**src/design/assert_macros.svh**
```systemverilog
// shared assertion macros
`ifndef ASSERT_MACROS_SVH
`define ASSERT_MACROS_SVH

// property must hold at every edge outside reset
`define ASSERT_ALWAYS(label, clk, rst, prop) \
   label: assert property (@(posedge clk) disable iff (rst) (prop)) else $error("assertion failed");

// antecedent implies consequent on the next edge
`define ASSERT_NEXT(label, clk, rst, ante, cons) \
   label: assert property (@(posedge clk) disable iff (rst) (ante) |=> (cons)) else $error("assertion failed");

`endif

```
**src/design/pbb_pkg.sv**
```systemverilog
package pbb_pkg;
   localparam int CoordFracBits = 16;
   localparam int PixelFracBits = 4;
   localparam logic [15:0] FocalReset = 16'd10791;
   localparam logic [11:0] WidthReset = 12'd1280;
   localparam logic [11:0] HeightReset = 12'd720;
   localparam logic [1:0] CSR_FOCAL_H = 2'd0;
   localparam logic [1:0] CSR_FOCAL_V = 2'd1;
   localparam logic [1:0] CSR_WIDTH = 2'd2;
   localparam logic [1:0] CSR_HEIGHT = 2'd3;
   localparam int QueueDepth = 4;

   // one projected corner handed from front to back
   typedef struct packed {
      logic        front;
      logic signed [31:0] u;
      logic signed [31:0] v;
      logic [3:0]  class_id;
      logic        last;
   } point_type;
endpackage

```
**src/design/pbb_fifo.sv**
```systemverilog
`include "assert_macros.svh"
// short queue between front and back
module pbb_fifo import pbb_pkg::*; (
   input  logic      clock,
   input  logic      reset,
   input  logic      wr_valid,
   output logic      wr_ready,
   input  point_type wr_data,
   output logic      rd_valid,
   input  logic      rd_ready,
   output point_type rd_data
);
   point_type mem_ff [QueueDepth];
   logic [1:0] wp_ff, rp_ff;
   logic [2:0] cnt_ff;
   logic wr, rd;
   assign wr_ready = cnt_ff != 3'(QueueDepth);
   assign rd_valid = cnt_ff != 3'd0;
   assign rd_data = mem_ff[rp_ff];
   assign wr = wr_valid && wr_ready;
   assign rd = rd_valid && rd_ready;
   always_ff @(posedge clock) begin
      if (reset) begin
         wp_ff <= '0; rp_ff <= '0; cnt_ff <= '0;
      end else begin
         if (wr) wp_ff <= wp_ff + 2'd1;
         if (rd) rp_ff <= rp_ff + 2'd1;
         cnt_ff <= cnt_ff + 3'(wr) - 3'(rd);
      end
      if (wr) mem_ff[wp_ff] <= wr_data;
   end

   `ASSERT_ALWAYS(a_cnt_bound, clock, reset, cnt_ff <= 3'(QueueDepth))
   `ASSERT_NEXT(a_rd_hold, clock, reset, rd_valid && !rd_ready, rd_valid && $stable(rd_data))
endmodule

```
**config.mk**
```make
export PLATFORM = sky130hd
export DESIGN_NAME = pbb_fifo
export DESIGN_NICKNAME = d
export VERILOG_FILES = /design/src/design/pbb_pkg.sv /design/src/design/pbb_fifo.sv
export VERILOG_INCLUDE_DIRS = /design/src /design/src/design
export SDC_FILE = /design/constraint.sdc
export NUM_CORES = 1
export LEC_CHECK = 0
export ABC_CLOCK_PERIOD_IN_PS = 2900
export BUFFER_PORTS_ARGS = -buffer_cell sky130_fd_sc_hd__buf_2
export CORE_MARGIN = 2
export CORE_UTILIZATION = 51
export CTS_BUF_LIST = sky130_fd_sc_hd__clkbuf_4 sky130_fd_sc_hd__clkbuf_8 sky130_fd_sc_hd__clkbuf_16
export DETAILED_ROUTE_END_ITERATION = 8
export GPL_TIMING_DRIVEN = 0
export HOLD_SLACK_MARGIN = 0.1
export PLACE_DENSITY_LB_ADDON = 0.05
export SLEW_MARGIN = 5
export SYNTH_ARGS = -nofsm -noshare
export SYNTH_HDL_FRONTEND = slang
export SYNTH_SLANG_ARGS = --single-unit
```
**constraint.sdc**
```tcl
create_clock -name clock -period 2.9 [get_ports clock]
set_input_delay 0.435 -clock clock [delete_from_list [all_inputs] [get_ports clock]]
set_output_delay 0.435 -clock clock [all_outputs]
set_load 0.02 [all_outputs]
```
==> metrics.cfg <==
[timing]
rsz0062_at_grt = false
hold_ws_ps = 117
finClkSkew_ps = 13.4
maxSlewHeadroom = 0.601
setup_ws_ps = 309
finalSetupViolations = 0
period_share = 0.893
slew_violations = 0
hold_viol_final = 0
worst_pin_slew_ps = 598
fin_crit_ps = 2590
timing.fmax_mhz = 386

[floorplan]
die_w_um = 148
die_y_um = 148
pin_count = 146
die_area_um2 = 22000
initial_core_util = 0.523
num_rows = 52
core_area_um2 = 20400

[placed_design]
dp_slack_ps = 489
gp_congestion = 0.695
numPortBuffers = 144
dp_hpwl_um = 11400

[global_route]
antenna_found_initial = 0
grt_pass1_wl_um = 28400
grt-ovfl-total = 0
track_usage = 0.171
grt_max_degree = 37
grt_pass1_vias = 5186

[worst_setup_path]
path_buf_inv = 3
crit_chain = buf_1, buf_2, mux4_2, buf_2
required_ps = 2470
worstSetupPathType = reg2out
cp_max_fo = 10
worstPathArrival_ps = 2160
crit_top_cell = buf_2
r2r_slack_ps = 500
startpoint_type = flop
ff2ff_path_depth = 11
reg2reg_to = cnt_ff[2]$_SDFF_PP0_
cp_slowest_cell = buf_1
cpPeakStageDelay_ps = 380
crit_family = buffers and inverters
worstSetupEndpointType = output port
regToRegStartpoint = cnt_ff[1]$_SDFF_PP0_

[synth]
ys_ff_latch = 289
synth_top_area_cell = edfxtp_1
syn_avg_cell_area_um2 = 25.6
ys_types = 25
ys_warn_count = 0
syn-cell-area_um2 = 10600
yosysTopAreaCellShare = 0.790
synth_nets = 496
syn_inst = 415
ys_seq_area_frac = 0.807
synth_area_leaders = edfxtp_1, mux4_2, dfxtp_1, buf_12, ha_1

[drt]
drc = 0
wl_met3_um = 1290
route.met2.wl_um = 9560
wl_met1_um = 7290
via_per_inst = 5.38
firstDrtPassIters = 5
drtIter0Drc = 263
num_vias = 4763
routedWlPerCell_um = 20.8
routed.top_layer = met4
wirelength_um = 18400
postRouteAntennaNets = 0

[clocking]
cts_buffer_depth = 3
cts_max_level = 1
cts_made_buffers = 29
ctsResizeCount = 0
path_clk_slew_ps = 60
insertion_delay_ps = 530
ctsRootBufferMaster = clkbuf_16
cts_setup_buffers = 0
cts_sinks = 289
cts_tree = yes

[power]
p_leak_nw = 4.33
power_density_nw_per_um2 = 928
ir_drop_uv = 595

[min_path]
holdPathStages = 1
hold_class = in2reg
whs_endpoint = mem_ff[3][49]$_DFFE_PP_
hold_path_startpoint = wr_data[49]

[layout]
num_antenna_cells = 0
final_layout_size_suffix_gt1_frac = 0.456
nNetsFinal = 678
area.growth.synth_to_final_pct = 19.7

[flow_run]
drv_cap = 0

[outcome]
status = completed

==> registers in the layout, indices dropped and copies added (netlist names), named ones only <==
| signal | count |
|---|---|
| cnt_ff | 3 |
| rp_ff | 2 |
| wp_ff | 2 |
| mem_ff | 280 |
==> cell families (layout without fill, tap and decap cells) <==
kind of cell,count (synthesis),count (layout),share of synthesized area
xor gates and xnor gates,3,3,0.00247
buffers and inverters,22,223,0.0200
muxes,72,72,0.150
AOI/OAI and AO/OA,3,3,0.00270
and+or+nand+nor,19,19,0.00893
adders and majority gates,7,7,0.00893
DFF,289,289,0.807
==> metal layers <==
layer	up-vias	track usage
met4	0	0.0410
met2	134	0.297
met1	2468	0.222
li1	2135	-
met5	-	0
met3	26	0.0411
==> cells in the final DEF (no fill, tap or decap), drive strengths merged, types with 5 or more instances in the layout <==
cell / n
and2: 5
buf: 164
clkbuf: 33
clkinv: 14
dfxtp: 9
edfxtp: 280
ha: 6
inv: 6
mux4: 70
nor2: 8
==> report_power, final <==
part,switching (W),internal (W)
registers,0.000123,0.00512
clock network,0.00144,0.00202
logic,0.00175,0.00137
total,0.00332,0.00851
==> synthesized netlist by cell type <==
library cell and instances:
buf_6 1, clkbuf_1 1, buf_12 7, fa_1 1
xor2_1 2, nor2_1 8, mux2i_1 1, buf_1 1
nor2b_1 1, o31a_1 1, xnor2_1 1, and2_1 5
a21boi_2 1, or3_1 1, nor3_1 1, mux4_2 70
inv_1 5, o311ai_0 1, edfxtp_1 280, dfxtp_1 9
ha_1 6, mux2_2 1, nand2_1 1, nand2b_1 2
buf_2 7
==> cell type report <==
cell class                 instances  area (µm²)
tap                              270         338
sequential                       289        8590
multi-input combinational        104        1850
clock inverter                    18         143
clock buffer                      32         748
timing repair buffer             151         861
inverter                           5        18.8
fill                            1468        7620
buffer                            17         194
==> per-stage QoR <==
stage                     total power [W]  setup TNS [ps]  std cells  instance area (µm²)  utilization
after detailed placement          0.00854               0        833                11800        0.581
after global placement            0.00847         -391340        829                11700        0.575
after global routing               0.0124               0        886                12700        0.626
after CTS                          0.0120               0        886                12700        0.626
after floorplan                   0.00754               0        415                10600            -
final                              0.0118               0        886                12700        0.626
==> worst register-to-register path, stage by stage (launching register included) <==
cell and delay (ps):
dfxtp_1 440, nor2_1 110, a21boi_2 310, inv_1 90, ha_1 300, inv_1 60
ha_1 130, inv_1 50, fa_1 400, xor2_1 160, and2_1 160, nor3_1 120
==> repair_timing <==
item                                    4_1_cts  5_1_grt
endpoints found under the setup margin        0        0
endpoints found under the hold margin         7        0
hold buffers                                  3        0
==> how the worst max path moves through the flow <==
stage	startpoint	end	depth (start not counted)
3_5_place_dp	cnt_ff[1]$_SDFF_PP0_	cnt_ff[2]$_SDFF_PP0_	11
3_3_place_gp	cnt_ff[1]$_SDFF_PP0_	mem_ff[0][13]$_DFFE_PP_	3
6_report	flop	rd_data[55]	4
5_1_grt	flop	rd_data[43]	4
4_1_cts	flop	rd_data[63]	4
2_1_floorplan	cnt_ff[1]$_SDFF_PP0_	mem_ff[2][0]$_DFFE_PP_	3
Power figures use the tool's default switching activity.
