===== src/design/assert_macros.svh =====
// shared assertion macros
`ifndef ASSERT_MACROS_SVH
`define ASSERT_MACROS_SVH

// property must hold at every edge outside reset
`define ASSERT_ALWAYS(label, clk, rst, prop) \
   label: assert property (@(posedge clk) disable iff (rst) (prop)) else $error("assertion failed");

// antecedent implies consequent on the next edge
`define ASSERT_NEXT(label, clk, rst, ante, cons) \
   label: assert property (@(posedge clk) disable iff (rst) (ante) |=> (cons)) else $error("assertion failed");

`endif


===== src/design/pbb_pkg.sv =====
package pbb_pkg;
   localparam int CoordFracBits = 16;
   localparam int PixelFracBits = 4;
   localparam logic [15:0] FocalReset = 16'd10791;
   localparam logic [11:0] WidthReset = 12'd1280;
   localparam logic [11:0] HeightReset = 12'd720;
   localparam logic [1:0] CSR_FOCAL_H = 2'd0;
   localparam logic [1:0] CSR_FOCAL_V = 2'd1;
   localparam logic [1:0] CSR_WIDTH = 2'd2;
   localparam logic [1:0] CSR_HEIGHT = 2'd3;
   localparam int QueueDepth = 4;

   // one projected corner handed from front to back
   typedef struct packed {
      logic        front;
      logic signed [31:0] u;
      logic signed [31:0] v;
      logic [3:0]  class_id;
      logic        last;
   } point_type;
endpackage


===== src/design/pbb_divider.sv =====
// restoring divider, one quotient bit a cycle, magnitudes then sign fix
module pbb_divider import pbb_pkg::*; (
   input  logic               clock,
   input  logic               reset,
   input  logic               start,
   input  logic signed [48:0] numer,
   input  logic        [30:0] denom,
   output logic               busy,
   output logic               done,
   output logic signed [48:0] quot
);
   logic [47:0] q_ff, q_in;
   logic [30:0] r_ff, r_in, d_ff, d_in;
   logic        neg_ff, neg_in;
   logic [5:0]  cnt_ff, cnt_in;
   logic        busy_ff, busy_in, done_ff, done_in;
   logic [31:0] trial;
   logic [31:0] diff;

   always_comb begin
      q_in = q_ff; r_in = r_ff; d_in = d_ff; neg_in = neg_ff;
      cnt_in = cnt_ff; busy_in = busy_ff; done_in = 1'b0;
      trial = {r_ff, q_ff[47]};
      diff = trial - {1'b0, d_ff};
      if (start) begin
         neg_in = numer[48];
         q_in = numer[48] ? 48'(-numer) : numer[47:0];
         r_in = '0; d_in = denom; cnt_in = 6'd48; busy_in = 1'b1;
      end else if (busy_ff) begin
         if (!diff[31]) begin
            r_in = diff[30:0];
            q_in = {q_ff[46:0], 1'b1};
         end else begin
            r_in = trial[30:0];
            q_in = {q_ff[46:0], 1'b0};
         end
         cnt_in = cnt_ff - 6'd1;
         if (cnt_ff == 6'd1) begin
            busy_in = 1'b0; done_in = 1'b1;
         end
      end
   end

   always_ff @(posedge clock) begin
      if (reset) begin
         busy_ff <= 1'b0; done_ff <= 1'b0; cnt_ff <= '0;
      end else begin
         busy_ff <= busy_in; done_ff <= done_in; cnt_ff <= cnt_in;
      end
      q_ff <= q_in; r_ff <= r_in; d_ff <= d_in; neg_ff <= neg_in;
   end

   assign busy = busy_ff;
   assign done = done_ff;
   assign quot = neg_ff ? -$signed({1'b0, q_ff}) : $signed({1'b0, q_ff});
endmodule


===== src/design/pbb_front.sv =====
`include "assert_macros.svh"
// front: multiply, divide twice, offset, saturate a corner in front
module pbb_front import pbb_pkg::*; #(
   parameter int PIXEL_FRAC_BITS = PixelFracBits
) (
   input  logic        clock,
   input  logic        reset,
   input  logic        in_valid,
   output logic        in_ready,
   input  logic [31:0] depth,
   input  logic [31:0] lateral,
   input  logic [31:0] elevation,
   input  logic [3:0]  class_id,
   input  logic        last,
   input  logic [15:0] focal_h,
   input  logic [15:0] focal_v,
   input  logic [11:0] width,
   input  logic [11:0] height,
   output logic        out_valid,
   input  logic        out_ready,
   output point_type   out_point
);
   localparam logic [1:0] ST_IDLE = 2'd0, ST_DIVU = 2'd1, ST_DIVV = 2'd2,
                          ST_OUT = 2'd3;
   logic [1:0]  st_ff, st_in;
   logic signed [48:0] nu_ff, nv_ff, uq_ff, nu_in, nv_in, uq_in;
   logic [30:0] den_ff, den_in;
   logic [3:0]  cls_ff, cls_in;
   logic        last_ff, last_in;
   point_type   pt_ff, pt_in;
   logic        dstart;
   logic signed [48:0] dnum;
   logic        dbusy, ddone;
   logic signed [48:0] dq;
   logic        kick_ff;
   logic        start_mux;
   logic signed [48:0] num_mux;

   function automatic logic signed [31:0] sat_add(input logic signed [48:0] q,
                                                  input logic [11:0] size);
      logic signed [49:0] s;
      logic [20:0] half;
      begin
         half = 21'(({9'd0, size} << PIXEL_FRAC_BITS) >> 1);
         s = 50'(q) + $signed({29'd0, half});
         if (s > 50'sd2147483647) sat_add = 32'sh7fffffff;
         else if (s < -50'sd2147483648) sat_add = 32'sh80000000;
         else sat_add = s[31:0];
      end
   endfunction

   // first division is kicked the cycle after capture, the second on its done
   assign start_mux = kick_ff | dstart;
   assign num_mux = kick_ff ? nu_ff : dnum;

   pbb_divider u_div (
      .clock(clock), .reset(reset), .start(start_mux), .numer(num_mux),
      .denom(den_ff), .busy(dbusy), .done(ddone), .quot(dq)
   );

   assign in_ready = (st_ff == ST_IDLE);
   assign out_valid = (st_ff == ST_OUT);
   assign out_point = pt_ff;

   always_comb begin
      st_in = st_ff; nu_in = nu_ff; nv_in = nv_ff; uq_in = uq_ff;
      den_in = den_ff; cls_in = cls_ff; last_in = last_ff;
      pt_in = pt_ff; dstart = 1'b0; dnum = nu_ff;
      unique case (st_ff)
         ST_IDLE: begin
            if (in_valid) begin
               nu_in = -(49'($signed({1'b0, focal_h})) * 49'($signed(lateral)));
               nv_in = 49'($signed({1'b0, focal_v})) * 49'($signed(elevation));
               den_in = depth[30:0];
               cls_in = class_id; last_in = last;
               if (!depth[31] && depth != 32'd0) begin
                  st_in = ST_DIVU;
               end else begin
                  pt_in = '{front: 1'b0, u: '0, v: '0, class_id: class_id, last: last};
                  st_in = ST_OUT;
               end
            end
         end
         ST_DIVU: begin
            if (ddone) begin
               uq_in = dq; st_in = ST_DIVV;
               dstart = 1'b1; dnum = nv_ff;
            end
         end
         ST_DIVV: begin
            if (ddone) begin
               pt_in = '{front: 1'b1, u: sat_add(uq_ff, width), v: sat_add(dq, height),
                         class_id: cls_ff, last: last_ff};
               st_in = ST_OUT;
            end
         end
         ST_OUT: begin
            if (out_ready) st_in = ST_IDLE;
         end
         default: st_in = ST_IDLE;
      endcase
   end

   // division starts the cycle after capture
   always_ff @(posedge clock) begin
      if (reset) begin
         st_ff <= ST_IDLE; kick_ff <= 1'b0;
      end else begin
         st_ff <= st_in;
         kick_ff <= (st_ff == ST_IDLE) && (st_in == ST_DIVU);
      end
      nu_ff <= nu_in; nv_ff <= nv_in; uq_ff <= uq_in; den_ff <= den_in;
      cls_ff <= cls_in; last_ff <= last_in; pt_ff <= pt_in;
   end

   `ASSERT_ALWAYS(a_start_when_idle, clock, reset, !start_mux || !dbusy)
   `ASSERT_NEXT(a_out_hold, clock, reset, out_valid && !out_ready, out_valid && $stable(out_point))
endmodule


===== config.mk =====
export PLATFORM = sky130hd
export DESIGN_NAME = pbb_front
export DESIGN_NICKNAME = d
export VERILOG_FILES = /design/src/design/pbb_pkg.sv /design/src/design/pbb_divider.sv /design/src/design/pbb_front.sv
export VERILOG_INCLUDE_DIRS = /design/src /design/src/design
export SDC_FILE = /design/constraint.sdc
export NUM_CORES = 2
export LEC_CHECK = 0
export ABC_CLOCK_PERIOD_IN_PS = 20300
export BUFFER_PORTS_ARGS = -buffer_cell sky130_fd_sc_hd__clkbuf_2
export CAP_MARGIN = 20
export CORE_MARGIN = 2
export CORE_UTILIZATION = 45
export DETAILED_ROUTE_END_ITERATION = 6
export GPL_ROUTABILITY_DRIVEN = 0
export SYNTH_ARGS = -nofsm -noshare
export SYNTH_HDL_FRONTEND = slang
export SYNTH_SLANG_ARGS = --single-unit

===== constraint.sdc =====
create_clock -name clock -period 20.3 [get_ports clock]
set_input_delay 1.015 -clock clock [delete_from_list [all_inputs] [get_ports clock]]
set_output_delay 1.015 -clock clock [all_outputs]
set_load 0.02 [all_outputs]

==> results.txt <==
----------------------------------------------------
[Timing]
  Fin. max-slew vios ... 0
  Unrepaired setup endpoints after global routing ... no
  Finish-stage setup viols ... 0
  Slew HR ... 33.6%
  Measured slew at the worst slew-check pin ... approximately 1000 ps
  Peak clock frequency supported by timing ... about 0.12 GHz
  Minimum clock period after layout ... 8340 ps
  Hold Fails Final Rpt ... 0
  Post-route clock period utilization ... 41.1%
  Sum of negative setup slack ... 0 ps
  Skew final ... between 20 and 25 ps

[Synthesis]
  Mean cell area of the mapped netlist ... 9.35 sq um
  Number of enable flip-flop cells after synthesis ... roughly 330
  Proportion of synthesized chip area in sequential cells ... between 10% and 20%
  Post-Syn Area ... approximately 57000 sq um
  Flip-flop and latch count after synthesis ... between 300 and 400
  Main synth FF type ... sky130_fd_sc_hd__edfxtp_1
  Dominant cell type by area after synthesis ... sky130_fd_sc_hd__fa_1
  Syn nets ... about 7600
  Area fraction of the dominant cell type after synthesis ... between 30% and 40%
  Synth warnings ... 0
  Number of instances in the synthesized netlist ... a little over 6000
  Largest cells by area after synthesis ... sky130_fd_sc_hd__fa_1, sky130_fd_sc_hd__edfxtp_1, sky130_fd_sc_hd__inv_1
  Share of synthesized registers carrying an async set or reset ... 0%
  Number of distinct library cell variants in the gate-level netlist after synthesis ... 95

[Drt]
  Routed met3 length ... ~6300 um
  Initial DRC Count ... between 2000 and 2500
  DR WL met2 ... roughly 74000 um
  DR vias ... 41400
  Mean routed wirelength per cell ... 18.6 um
  Routed wire length ... approximately 150000 um
  Highest routed metal layer ... met5
  Routed metal-1 wirelength ... 61700 um
  Mean number of vias per cell ... about 5.3
  Routed Antenna Nets ... 0
  Detailed-routing iteration count for the pre-antenna-repair pass ... 6
  DRC violations left ... 0

[Die]
  Die Span Y ... ~360 um
  Starting utilization of the core area ... between 40% and 50%
  Core Box Area ... roughly 130000 sq um
  Overall die area ... between 100000 and 150000 sq um
  Number of top-level pins ... 233
  Row count ... 130
  X dimension of the die ... 360 um

[Worst setup path]
  Worst-path cell chain ... clkbuf_2 -> nand2_1 -> fa_1 -> inv_1 -> fa_1 -> fa_1 -> inv_1 -> fa_1 -> fa_1 -> inv_1 -> fa_1 -> inv_1 -> ha_1 -> nand4_1 -> nor2_1 -> nand2_1 -> o41ai_1 -> nor4_1 -> o31ai_1 -> a211oi_1 -> or3b_2 -> nand2b_1 -> a21oi_1 -> xnor2_1
  Most repeated library cell on the critical path ... sky130_fd_sc_hd__fa_1
  Worst-path cell with the longest stage delay ... sky130_fd_sc_hd__o41ai_1
  Startpoint type of the worst setup path ... input pin
  Arrival time reported for the critical path endpoint ... around 8700 ps
  Required time reported for the critical path endpoint ... between 20000 and 25000 ps
  Crit Path Max Fanout ... 32
  Gate family responsible for the most delay along the worst path ... adder cells
  Number of buffers and inverters on the critical path ... 5
  Critical path capture point type ... flop
  Slowest Stage Delay on Critical Path ... 790 ps
  Classification of the worst setup path ... input pin to flop

[Layout]
  Fraction of layout cells with a size suffix above 1 ... between 6 and 7%
  Number of antenna diodes ... 0
  Final nets ... between 7000 and 8000
  Area grow syn2layout ... 7.07%

[Clock network]
  Number of buffers inserted during clock tree synthesis ... 44
  # Post-CTS Setup Buffers ... 0
  Clock root buffer ... sky130_fd_sc_hd__clkbuf_16
  Post-cts repair resize count ... 0
  CTS tree ... yes
  Number of H-tree levels ... 2
  Maximum buffer depth of the clock tree ... 3
  Clock sinks ... around 380
  Skew-Pair Late Insertion Delay ... between 500 and 600 ps
  Total of hold buffers inserted after clock tree synthesis ... 0
  Post-CTS clock slew at the launch and capture registers of the worst setup and hold paths ... around 80 ps

[GRT]
  Global Route Usage Sum ... a little under a quarter
  Pin count of the biggest net entering global routing ... 73
  Grt total ovfl ... 0
  Antenna violations before repair ... 2
  Via count of the first global-routing pass ... ~44000
  Wire length of the first global-routing pass ... 237000 um

[Min path]
  Path class of the lowest-slack min-delay path ... flop to flop

[Outcome]
  Run status ... complete, no violations

[Placement]
  Final HPWL DP ... roughly 110000 um
  Quantity of I/O buffers inserted on ports ... approximately 230

[Job]
  Maxcap violations ... 0

----------------------------------------------------
[kinds of logic (layout without fill, tap and decap cells)]
| group | after synthesis | in the layout | share of synthesized area [%] |
|---|---|---|---|
| simple gates | 1783 | 1783 | 15.6 |
| buf+inv | 1541 | 1619 | 10.2 |
| fa+ha+maj | 1307 | 1307 | 41.4 |
| compound gates | 750 | 750 | 8.16 |
| flops | 375 | 375 | 19.0 |
| xor+xnor | 291 | 291 | 4.46 |
| mux | 69 | 69 | 1.23 |
[routing by layer]
metal / vias to the layer above / global-route usage, %
met1: 21000 / 29.7
met2: 983 / 41.0
met3: 218 / 2.02
met4: 2 / 5.86
met5: - / 0
li1: 19200 / -
[worst register-to-register path, delay by kind of cell, from the launching register on]
kind,cells,cell delay (ps)
AO/OA/AOI/OAI,8,2140
XOR/XNOR,1,420
adder cells (fa/ha/maj),2,700
buffers and inverters,3,860
flip-flops,1,320
multiplexers,1,310
AND/OR/NAND/NOR,4,1150
[registers in the layout, summed over array words and instances (netlist names)]
register	count
u_div.r_ff	31
last_ff	1
cls_ff	4
uq_ff	49
nv_ff	49
st_ff	2
u_div.neg_ff	1
u_div.d_ff	31
u_div.done	1
u_div.q_ff	48
u_div.busy	1
out_point	70
den_ff	31
nu_ff	49
u_div.cnt_ff	6
kick_ff	1
[cells in the mapped netlist (31+ instances only)]
cell	instances
sky130_fd_sc_hd__ha_1	330
sky130_fd_sc_hd__nand4_1	39
sky130_fd_sc_hd__dfxtp_1	42
sky130_fd_sc_hd__nor2_1	169
sky130_fd_sc_hd__a21oi_1	212
sky130_fd_sc_hd__fa_1	977
sky130_fd_sc_hd__nand2b_1	36
sky130_fd_sc_hd__mux2i_1	58
sky130_fd_sc_hd__clkbuf_1	233
sky130_fd_sc_hd__xor2_1	107
sky130_fd_sc_hd__nor4_1	31
sky130_fd_sc_hd__edfxtp_1	333
sky130_fd_sc_hd__o21ai_0	208
sky130_fd_sc_hd__and2_1	493
sky130_fd_sc_hd__inv_1	1283
sky130_fd_sc_hd__nand2_1	754
sky130_fd_sc_hd__nor3_1	60
sky130_fd_sc_hd__xnor2_1	184
sky130_fd_sc_hd__a21o_1	66
sky130_fd_sc_hd__nand3_1	59
[cell usage in the layout (no fill, tap or decap), drive strengths merged, types with 25 or more instances in the layout]
cell	instances
nor3	62
nand2	754
dfxtp	42
edfxtp	333
o21ai	227
xnor2	184
mux2i	58
nor4	38
nand2b	36
o31ai	25
and2	495
nand3	60
a21oi	212
nor2	169
clkbuf	284
fa	977
nand4	40
inv	1289
xor2	107
ha	330
a21o	66
[through the flow]
step | instance area (sq um) | instances | utilization, % | setup slack, ps | hold slack (ps)
5_1_grt | 61200 | 7844 | 48.6 | 11360 | 421
6_report | 61200 | 7844 | 48.6 | 11970 | 412
4_1_cts | 61200 | 7843 | 48.6 | 12050 | 412
3_3_place_gp | 59700 | 7765 | 47.4 | 11550 | 401
2_1_floorplan | 57200 | 6116 | - | 12500 | 400
3_5_place_dp | 59700 | 7765 | 47.4 | 11430 | 405
[cell type report]
| class | count | area, sq um |
|---|---|---|
| Fill cell | 12000 | 64700 |
| Timing Repair Buffer | 253 | 1330 |
| Clock inverter | 26 | 349 |
| Inverter | 1288 | 4830 |
| Clock buffer | 52 | 1190 |
| Multi-Input combinational cell | 4200 | 40600 |
| Sequential cell | 375 | 10800 |
| Tap cell | 1650 | 2060 |
[worst paths after layout]
check	from	endpoint	slack [ps]	depth (start not counted)
worst max-delay path	focal_h[7]	nu_ff[41]$_DFFE_PP_	11970	24
worst min-delay path	den_ff[12]$_DFFE_PP_	u_div.d_ff[12]$_DFFE_PN_	410	0
worst max register to register	u_div.neg_ff$_DFFE_PN_	out_point[23]$_SDFFCE_PN0P_	14100	19
worst min register to register	den_ff[12]$_DFFE_PP_	u_div.d_ff[12]$_DFFE_PN_	410	0
Power is not shown: default switching activity piles up to over one toggle a cycle in this logic, so the estimate is an artifact.
